File: src/rtl/sspq_pkg.sv
// Shared types and constants of the sorted priority queue.
package sspq_pkg;
	localparam int QUEUE_DEPTH_DEF = 64;
	localparam int ID_COUNT_DEF    = 256;
	localparam int MAX_MATCH_DEF   = 12;
	localparam logic [3:0] MATCH_SIZE_RST = 4'd12;

	localparam logic [1:0] CMD_INSERT = 2'd0;
	localparam logic [1:0] CMD_REMOVE = 2'd1;
	localparam logic [1:0] CMD_MATCH  = 2'd2;

	localparam logic [1:0] ST_OK    = 2'd0;
	localparam logic [1:0] ST_DUP   = 2'd1;
	localparam logic [1:0] ST_FULL  = 2'd2;
	localparam logic [1:0] ST_EMPTY = 2'd3;

	typedef enum logic [2:0] {
		S_CLEAR,
		S_IDLE,
		S_INS_CHK,
		S_INS_CMP,
		S_INS_PUT,
		S_POP_RD,
		S_POP_OUT
	} state_t;

	typedef struct packed {
		logic [7:0]  id;
		logic [15:0] key;
	} entry_t;
endpackage

File: src/rtl/stable_sorted_priority_queue.sv
// Stable sorted priority queue built on a circular entry RAM and an id mark RAM.
// Command channel: start with command, player_id and key is taken when busy is low.
// Results appear on result_valid for one cycle each; the receiver cannot stall,
// so every result is delivered the cycle it is shown.
// Config: cfg_valid/cfg_ready write the match limit (always ready; write only when idle).
// Entries live in a circular buffer RAM (head pointer + count), kept in descending
// key order; equal keys keep arrival order.
// Insert: the id mark is read first, then each entry that has a smaller key
//   is walked from the tail and shifted up one slot; a compare against a key
//   at least as large, or reaching the head, stops the walk, and the new entry
//   is put in the freed slot. A duplicate or full answer comes straight from
//   the mark check, without the walk.
// Remove: the head entry is read, then given as its result. Match: pops
//   entries one by one, the last result carrying spread and match_count.
// Remove or match on an empty queue answers straight from idle with status empty.
// The entry RAM's single read port sets the pace of the insert walk.
// After reset the mark RAM is swept to zero, one id per cycle; busy stays
// high meanwhile. Config writes are taken at any time.
module stable_sorted_priority_queue import sspq_pkg::*; #(
	parameter int QUEUE_DEPTH = QUEUE_DEPTH_DEF,
	parameter int ID_COUNT    = ID_COUNT_DEF,
	parameter int MAX_MATCH   = MAX_MATCH_DEF
) (
	input  logic        clk,
	input  logic        arst_n,
	input  logic        start,
	output logic        busy,
	input  logic [1:0]  command,
	input  logic [7:0]  player_id,
	input  logic [15:0] key,
	input  logic        cfg_valid,
	output logic        cfg_ready,
	input  logic [3:0]  cfg_data,
	output logic        result_valid,
	output logic [1:0]  status,
	output logic [7:0]  out_id,
	output logic [15:0] out_key,
	output logic        last,
	output logic [15:0] spread,
	output logic [3:0]  match_count
);
	localparam int AW = (QUEUE_DEPTH > 1) ? $clog2(QUEUE_DEPTH) : 1;
	localparam int CW = $clog2(QUEUE_DEPTH + 1);
	localparam int IW = (ID_COUNT > 1) ? $clog2(ID_COUNT) : 1;

	state_t state_q, state_d;
	logic [AW-1:0] head_q, head_d;
	logic [CW-1:0] count_q, count_d, p_q, p_d;
	logic [3:0]    n_q, n_d;
	logic [15:0]   top_q, top_d;
	logic [IW-1:0] clr_q, clr_d;
	logic [1:0]    cmd_q, cmd_d;
	logic [7:0]    id_q, id_d;
	logic [15:0]   key_q, key_d;
	logic [3:0]    msize_q;

	logic        rv_d;
	logic [1:0]  status_d;
	logic [7:0]  oid_d;
	logic [15:0] okey_d, spread_d, top_now;
	logic        last_d, fin;
	logic [3:0]  mc_d, limit, ms;

	logic          e_we;
	logic [AW-1:0] e_waddr, e_raddr;
	entry_t        e_wdata, e_rdata;
	logic          m_we, m_wdata, m_rdata;
	logic [IW-1:0] m_waddr, m_raddr;

	logic [IW-1:0] id_tab [256];

	// id folded into the mark range, worked out at elaboration
	for (genvar g = 0; g < 256; g++) begin : g_idtab
		assign id_tab[g] = IW'(g % ID_COUNT);
	end

	function automatic logic [AW-1:0] phys(input logic [AW-1:0] h, input logic [CW-1:0] l);
		logic [AW:0] s;
		s = (AW+1)'(h) + (AW+1)'(l);
		if (s >= (AW+1)'(QUEUE_DEPTH)) begin
			s = s - (AW+1)'(QUEUE_DEPTH);
		end
		return s[AW-1:0];
	endfunction

	sspq_ram #(.WIDTH($bits(entry_t)), .DEPTH(QUEUE_DEPTH)) u_entry_ram (
		.clk(clk), .we(e_we), .waddr(e_waddr), .wdata(e_wdata),
		.raddr(e_raddr), .rdata(e_rdata)
	);

	sspq_ram #(.WIDTH(1), .DEPTH(ID_COUNT)) u_mark_ram (
		.clk(clk), .we(m_we), .waddr(m_waddr), .wdata(m_wdata),
		.raddr(m_raddr), .rdata(m_rdata)
	);

	assign busy = (state_q != S_IDLE);
	assign cfg_ready = 1'b1;

	assign ms    = (msize_q == 4'd0) ? 4'd1 : msize_q;
	assign limit = (7'(ms) > 7'(MAX_MATCH)) ? 4'(MAX_MATCH) : ms;
	assign top_now = (n_q == 4'd0) ? e_rdata.key : top_q;
	assign fin = (cmd_q == CMD_REMOVE) || (n_q + 4'd1 == limit) || (count_q == CW'(1));

	always_comb begin
		state_d = state_q;
		head_d = head_q;
		count_d = count_q;
		p_d = p_q;
		n_d = n_q;
		top_d = top_q;
		clr_d = clr_q;
		cmd_d = cmd_q;
		id_d = id_q;
		key_d = key_q;
		rv_d = 1'b0;
		status_d = ST_OK;
		oid_d = 8'd0;
		okey_d = 16'd0;
		last_d = 1'b1;
		spread_d = 16'd0;
		mc_d = 4'd0;
		e_we = 1'b0;
		e_waddr = head_q;
		e_wdata = '{id: id_q, key: key_q};
		e_raddr = head_q;
		m_we = 1'b0;
		m_waddr = clr_q;
		m_wdata = 1'b0;
		m_raddr = id_tab[player_id];
		case (state_q)
			S_CLEAR: begin
				m_we = 1'b1;
				clr_d = clr_q + IW'(1);
				if (clr_q == IW'(ID_COUNT - 1)) begin
					state_d = S_IDLE;
				end
			end
			S_IDLE: begin
				if (start) begin
					cmd_d = command;
					id_d = player_id;
					key_d = key;
					n_d = 4'd0;
					if (command == CMD_INSERT) begin
						state_d = S_INS_CHK;
					end else if (command == CMD_REMOVE || command == CMD_MATCH) begin
						if (count_q == CW'(0)) begin
							rv_d = 1'b1;
							status_d = ST_EMPTY;
						end else begin
							state_d = S_POP_RD;
						end
					end
				end
			end
			S_INS_CHK: begin
				e_raddr = phys(head_q, count_q - CW'(1));
				p_d = count_q;
				if (m_rdata) begin
					rv_d = 1'b1;
					status_d = ST_DUP;
					state_d = S_IDLE;
				end else if (count_q == CW'(QUEUE_DEPTH)) begin
					rv_d = 1'b1;
					status_d = ST_FULL;
					state_d = S_IDLE;
				end else if (count_q == CW'(0)) begin
					state_d = S_INS_PUT;
				end else begin
					state_d = S_INS_CMP;
				end
			end
			S_INS_CMP: begin
				// walk from the tail; shift smaller keys up one slot
				e_raddr = phys(head_q, p_q - CW'(2));
				if (e_rdata.key >= key_q) begin
					state_d = S_INS_PUT;
				end else begin
					e_we = 1'b1;
					e_waddr = phys(head_q, p_q);
					e_wdata = e_rdata;
					p_d = p_q - CW'(1);
					if (p_q == CW'(1)) begin
						state_d = S_INS_PUT;
					end
				end
			end
			S_INS_PUT: begin
				e_we = 1'b1;
				e_waddr = phys(head_q, p_q);
				m_we = 1'b1;
				m_waddr = id_tab[id_q];
				m_wdata = 1'b1;
				count_d = count_q + CW'(1);
				rv_d = 1'b1;
				state_d = S_IDLE;
			end
			S_POP_RD: begin
				state_d = S_POP_OUT;
			end
			S_POP_OUT: begin
				m_we = 1'b1;
				m_waddr = id_tab[e_rdata.id];
				head_d = (head_q == AW'(QUEUE_DEPTH - 1)) ? '0 : head_q + AW'(1);
				count_d = count_q - CW'(1);
				n_d = n_q + 4'd1;
				top_d = top_now;
				rv_d = 1'b1;
				oid_d = e_rdata.id;
				okey_d = e_rdata.key;
				last_d = fin;
				if (fin && cmd_q == CMD_MATCH) begin
					spread_d = top_now - e_rdata.key;
					mc_d = n_q + 4'd1;
				end
				state_d = fin ? S_IDLE : S_POP_RD;
			end
			default: begin
				state_d = S_IDLE;
			end
		endcase
	end

	always_ff @(posedge clk or negedge arst_n) begin
		if (!arst_n) begin
			state_q <= S_CLEAR;
		end else begin
			state_q <= state_d;
		end
	end

	always_ff @(posedge clk or negedge arst_n) begin
		if (!arst_n) begin
			head_q <= '0;
			count_q <= '0;
			clr_q <= '0;
			msize_q <= MATCH_SIZE_RST;
			result_valid <= 1'b0;
		end else begin
			head_q <= head_d;
			count_q <= count_d;
			clr_q <= clr_d;
			result_valid <= rv_d;
			if (cfg_valid && cfg_ready) begin
				msize_q <= cfg_data;
			end
		end
	end

	always_ff @(posedge clk) begin
		p_q <= p_d;
		n_q <= n_d;
		top_q <= top_d;
		cmd_q <= cmd_d;
		id_q <= id_d;
		key_q <= key_d;
		if (rv_d) begin
			status <= status_d;
			out_id <= oid_d;
			out_key <= okey_d;
			last <= last_d;
			spread <= spread_d;
			match_count <= mc_d;
		end
	end
endmodule

File: src/rtl/sspq_ram.sv
// Generic single-write, single-read RAM with registered read data.
module sspq_ram #(
	parameter int WIDTH = 8,
	parameter int DEPTH = 64,
	localparam int AW = (DEPTH > 1) ? $clog2(DEPTH) : 1
) (
	input  logic             clk,
	input  logic             we,
	input  logic [AW-1:0]    waddr,
	input  logic [WIDTH-1:0] wdata,
	input  logic [AW-1:0]    raddr,
	output logic [WIDTH-1:0] rdata
);
	logic [WIDTH-1:0] mem [DEPTH];

	always_ff @(posedge clk) begin
		if (we) begin
			mem[waddr] <= wdata;
		end
		rdata <= mem[raddr];
	end
endmodule

File: config.mk
export PLATFORM = sky130hd
export DESIGN_NAME = stable_sorted_priority_queue
export DESIGN_NICKNAME = d
export VERILOG_FILES = /design/src/rtl/sspq_pkg.sv /design/src/rtl/stable_sorted_priority_queue.sv /design/src/rtl/sspq_ram.sv
export SDC_FILE = /design/constraint.sdc
export NUM_CORES = 2
export LEC_CHECK = 0
export BUFFER_PORTS_ARGS = -buffer_cell sky130_fd_sc_hd__buf_2
export CORE_UTILIZATION = 35
export CTS_CLUSTER_DIAMETER = 60
export DETAILED_ROUTE_END_ITERATION = 10
export PLACE_DENSITY = 0.57
export SLEW_MARGIN = 10
export SYNTH_ARGS = -nofsm -noshare
export SYNTH_HDL_FRONTEND = slang
export SYNTH_SLANG_ARGS = --single-unit
File: constraint.sdc
create_clock -name clk -period 10.06 [get_ports clk]
set_input_delay 1.006 -clock clk [delete_from_list [all_inputs] [get_ports clk]]
set_output_delay 1.006 -clock clk [all_outputs]
set_load 0.005 [all_outputs]
==> impl_metrics.env <==
export IMPL_core_region_area_sq_um=226000
export IMPL_power_density_nw_per_um2=337
export IMPL_dpl_cell_area_sq_um=84400
export IMPL_cts_tree="yes"
export IMPL_drv_cap=0
export IMPL_cts_resized=0
export IMPL_clk_latency_ps=850
export IMPL_worst_slew_pin_slew_ps=1320
export IMPL_die_w_microns=480
export IMPL_dieArea_sq_um=230000
export IMPL_end_kind="flip-flop"
export IMPL_vias=50400
export IMPL_period_share_pct=53.2
export IMPL_outcome="completed"
export IMPL_syn_inst=6101
export IMPL_path_clk_slew_ps=60
export IMPL_first_pass_iters=6
export IMPL_regArea_sq_um=58000
export IMPL_synth_seq_cells=1946
export IMPL_peakVddDrop_mv=0.359
export IMPL_crit_required_ps=10810
export IMPL_drv_slew=0
export IMPL_synth_most_common_cell="edfxtp_1"
export IMPL_holdBufCountCts=0
export IMPL_internal_power_uw=17500
export IMPL_p_leak_uw=0.0307
export IMPL_instances_no_fill=9295
export IMPL_drtAntennaViolNets=0
export IMPL_synth_top_cell_by_area="edfxtp_1"
export IMPL_track_usage_pct=19.1
export IMPL_crit_slowest_cell="o21ai_0"
export IMPL_drt_iter0_markers=6096
export IMPL_path_common_cell="buf_4"
export IMPL_synthDominantCellAreaShare_pct=71.2
export IMPL_ys_warn_count=0
export IMPL_std_cell_rows=174
export IMPL_die_y_microns=480
export IMPL_antenna_found_initial=6
export IMPL_cp_arrival_ps=6100
export IMPL_p_sw_uw=13000
export IMPL_crit_family="compound AO/OA/AOI/OAI gates"
export IMPL_synth_area_leaders="edfxtp_1 71%, nand2_1 7.6%, nand3_1 4.4%"
export IMPL_htreeDepth=4
export IMPL_path_buf_inv=5
export IMPL_postCtsSetupRepairBufs=0
export IMPL_setup_viol=0
export IMPL_hold_viol=0
export IMPL_rsz0062_at_grt="false"
export IMPL_start_util_pct=35.4
export IMPL_wl_microns=223000
export IMPL_fin_setup_tns_ps=0
export IMPL_timing_hold_ws_ps=263
export IMPL_pin_count=84
export IMPL_min_period_ps=5350
export IMPL_layout_nets=6232
export IMPL_p_sw_share_pct=42.6
export IMPL_synth_top_cells_by_count="1892 x edfxtp_1, 1616 x nand2_1, 705 x nand3_1"
export IMPL_cts_buffers=199
export IMPL_clkPwrFrac_pct=23.5
export IMPL_gp_congestion=0.826
export IMPL_clock_skew_ps=38.7
export IMPL_via_per_inst=5.43
export IMPL_port_buffers=82
export IMPL_ys_flop_type="edfxtp_1"
export IMPL_final_area_sq_um=90700
export IMPL_multiInputGateArea_sq_um=20600
export IMPL_clock_path_buffers=3
export IMPL_p_seq_share_pct=34.2
export IMPL_clock_sinks=1946
export IMPL_ys_seq_area_share_pct=72.7
export IMPL_worstSetupPathType="flip-flop to flip-flop"
export IMPL_start_kind="flip-flop"
export IMPL_grt_pass1_vias=48300
export IMPL_synth_edf_count=1892
export IMPL_hpwlAfterDp_microns=123000
export IMPL_synth_fp_nets=6199
export IMPL_synth_area_sq_um=79800
export IMPL_power_frac_comb_pct=42.3
export IMPL_ys_types=63
export IMPL_grt_overflow=0
export IMPL_grt_max_degree=184
export IMPL_max_freq_mhz=187
export IMPL_dpl_cell_count=8925
export IMPL_drive_above_1_share_pct=11.4
export IMPL_routed_wire_length_per_instance_microns=24.0
export IMPL_worstPathCellList="inv_1 -> ha_1 -> inv_1 -> ha_1 -> a211oi_1 -> o21ai_0 -> o21ai_0 -> nor2b_4 -> buf_4 -> buf_4 -> buf_4 -> nand3_1 -> nand4_1 -> a22oi_1 -> o221ai_1"
export IMPL_grt_pass1_wl_microns=328000
export IMPL_cp_max_fo=30
export IMPL_hp_class="input port to async pin"
export IMPL_syn_to_final_growth_pct=13.6
export IMPL_relSlewSlack_pct=12.2
export IMPL_async_reset_ff_share_pct=1.49
export IMPL_final_util_pct=40.2
export IMPL_avgSynthCellArea_sq_um=13.1
export IMPL_clockRootBuffer="clkbuf_16"
export IMPL_cpPeakStageDelay_ps=880
export IMPL_drc=0
export IMPL_fill_cells=20800
==> through the flow <==
| step | total power, uW | worst slack, ps |
|---|---|---|
| floorplan | 17900 | 1560 |
| global placement | 23300 | 4800 |
| detailed placement | 23400 | 4800 |
| CTS | 30600 | 4780 |
| global route | 31800 | 4560 |
| finish | 30500 | 4710 |
==> registers in the layout, indices dropped and copies added, names as in the netlist, 2 cells and up <==
signal             count
status                 2
cmd_q                  2
match_count            4
p_q                    7
key_q                 16
top_q                 16
out_id                 8
id_q                   8
out_key               16
n_q                    4
head_q                 6
msize_q                4
clr_q                  8
count_q                7
u_entry_ram.rdata     24
state_q                3
u_mark_ram.mem       256
spread                16
u_entry_ram.mem     1536
==> power groups by stage <==
stage	Sequential, uW	Combinational (uW)	Clock [uW]
after floorplan	10500	7460	0
after global placement	10600	12700	0
after detailed placement	10600	12800	0
after CTS	10400	12800	7300
after global routing	10500	13800	7610
final	10400	12900	7180
==> cells by family (layout without fill, tap and decap cells) <==
family	after synthesis	in the layout	synth area share, %
AOI/OAI and AO/OA	422	422	3.83
xor gates and xnor gates	57	57	0.626
and+or+nand+nor	3002	3002	16.4
muxes	140	140	3.09
other	1	5	0.00470
buffers and inverters	469	667	2.30
DFF	1946	1946	72.7
adders and majority gates	64	64	1.04
==> layout by cell type (no fill, tap or decap), types with 10 or more instances in the layout <==
cell       count
buf_2         81
o21a_1        12
clkinv_2      25
dfrtp_1       27
edfxtp_1    1892
and3_1       156
o221ai_1      24
clkbuf_16    201
a31oi_1      148
a221oi_1      48
xnor2_1       32
clkbuf_8      16
bufinv_16     10
a21oi_1       17
inv_1         65
nand2_1     1616
xor2_1        25
nor2b_1       14
ha_1          60
nor4b_2       32
a32o_1        48
mux2_2        27
nor2_1       340
o21ai_0       46
nand3_1      705
buf_4        141
mux2i_4       15
clkbuf_1      59
nor4_2        32
mux4_2        82
nor3_1        13
mux2i_1       12
nand4_1       53
a22oi_1       31
dfxtp_1       25
clkinv_1      37
buf_12        12
==> final cells by class <==
| class | count | area share [%] |
|---|---|---|
| Sequential cell | 1946 | 64.0 |
| Multi-Input combinational cell | 3686 | 22.8 |
| Clock buffer | 276 | 6.03 |
| Tap cell | 2992 | 4.13 |
| Timing Repair Buffer | 235 | 1.89 |
| Clock inverter | 90 | 0.904 |
| Inverter | 66 | 0.273 |
| Antenna cell | 4 | 0.0110 |
==> worst register-to-register path, stage by stage (launching register included) <==
cell and delay [ps]:
dfrtp_1 460, inv_1 130, ha_1 380, inv_1 70, ha_1 290, a211oi_1 310, o21ai_0 140, o21ai_0 880
nor2b_4 340, buf_4 330, buf_4 540, buf_4 560, nand3_1 150, nand4_1 360, a22oi_1 230, o221ai_1 120
==> per-layer routing <==
layer  up-vias  GRT usage [%]  part of all wire, %
met5         -              0                    0
met4         0           5.37                  2.4
met3       286           3.06                  7.8
met2      2012           29.4                   46
met1     25700           27.8                   44
li1      22500              -                    -
==> final timing paths <==
path | startpoint | end | slack [ps] | cells past startpoint
max in group asynchronous | arst_n | clr_q[2] | 9190 | 1
min in group clk | key[5] | key_q[5] | 340 | 1
worst max register to register | count_q[0] | u_entry_ram.rdata[6] | 4710 | 15
worst min-delay path | arst_n | result_valid | 260 | 1
worst max-delay path | count_q[0] | u_entry_ram.rdata[6] | 4710 | 15
worst min register to register | clr_q[7] | clr_q[7] | 510 | 1
No activity file was read; power rests on OpenSTA's default activity.
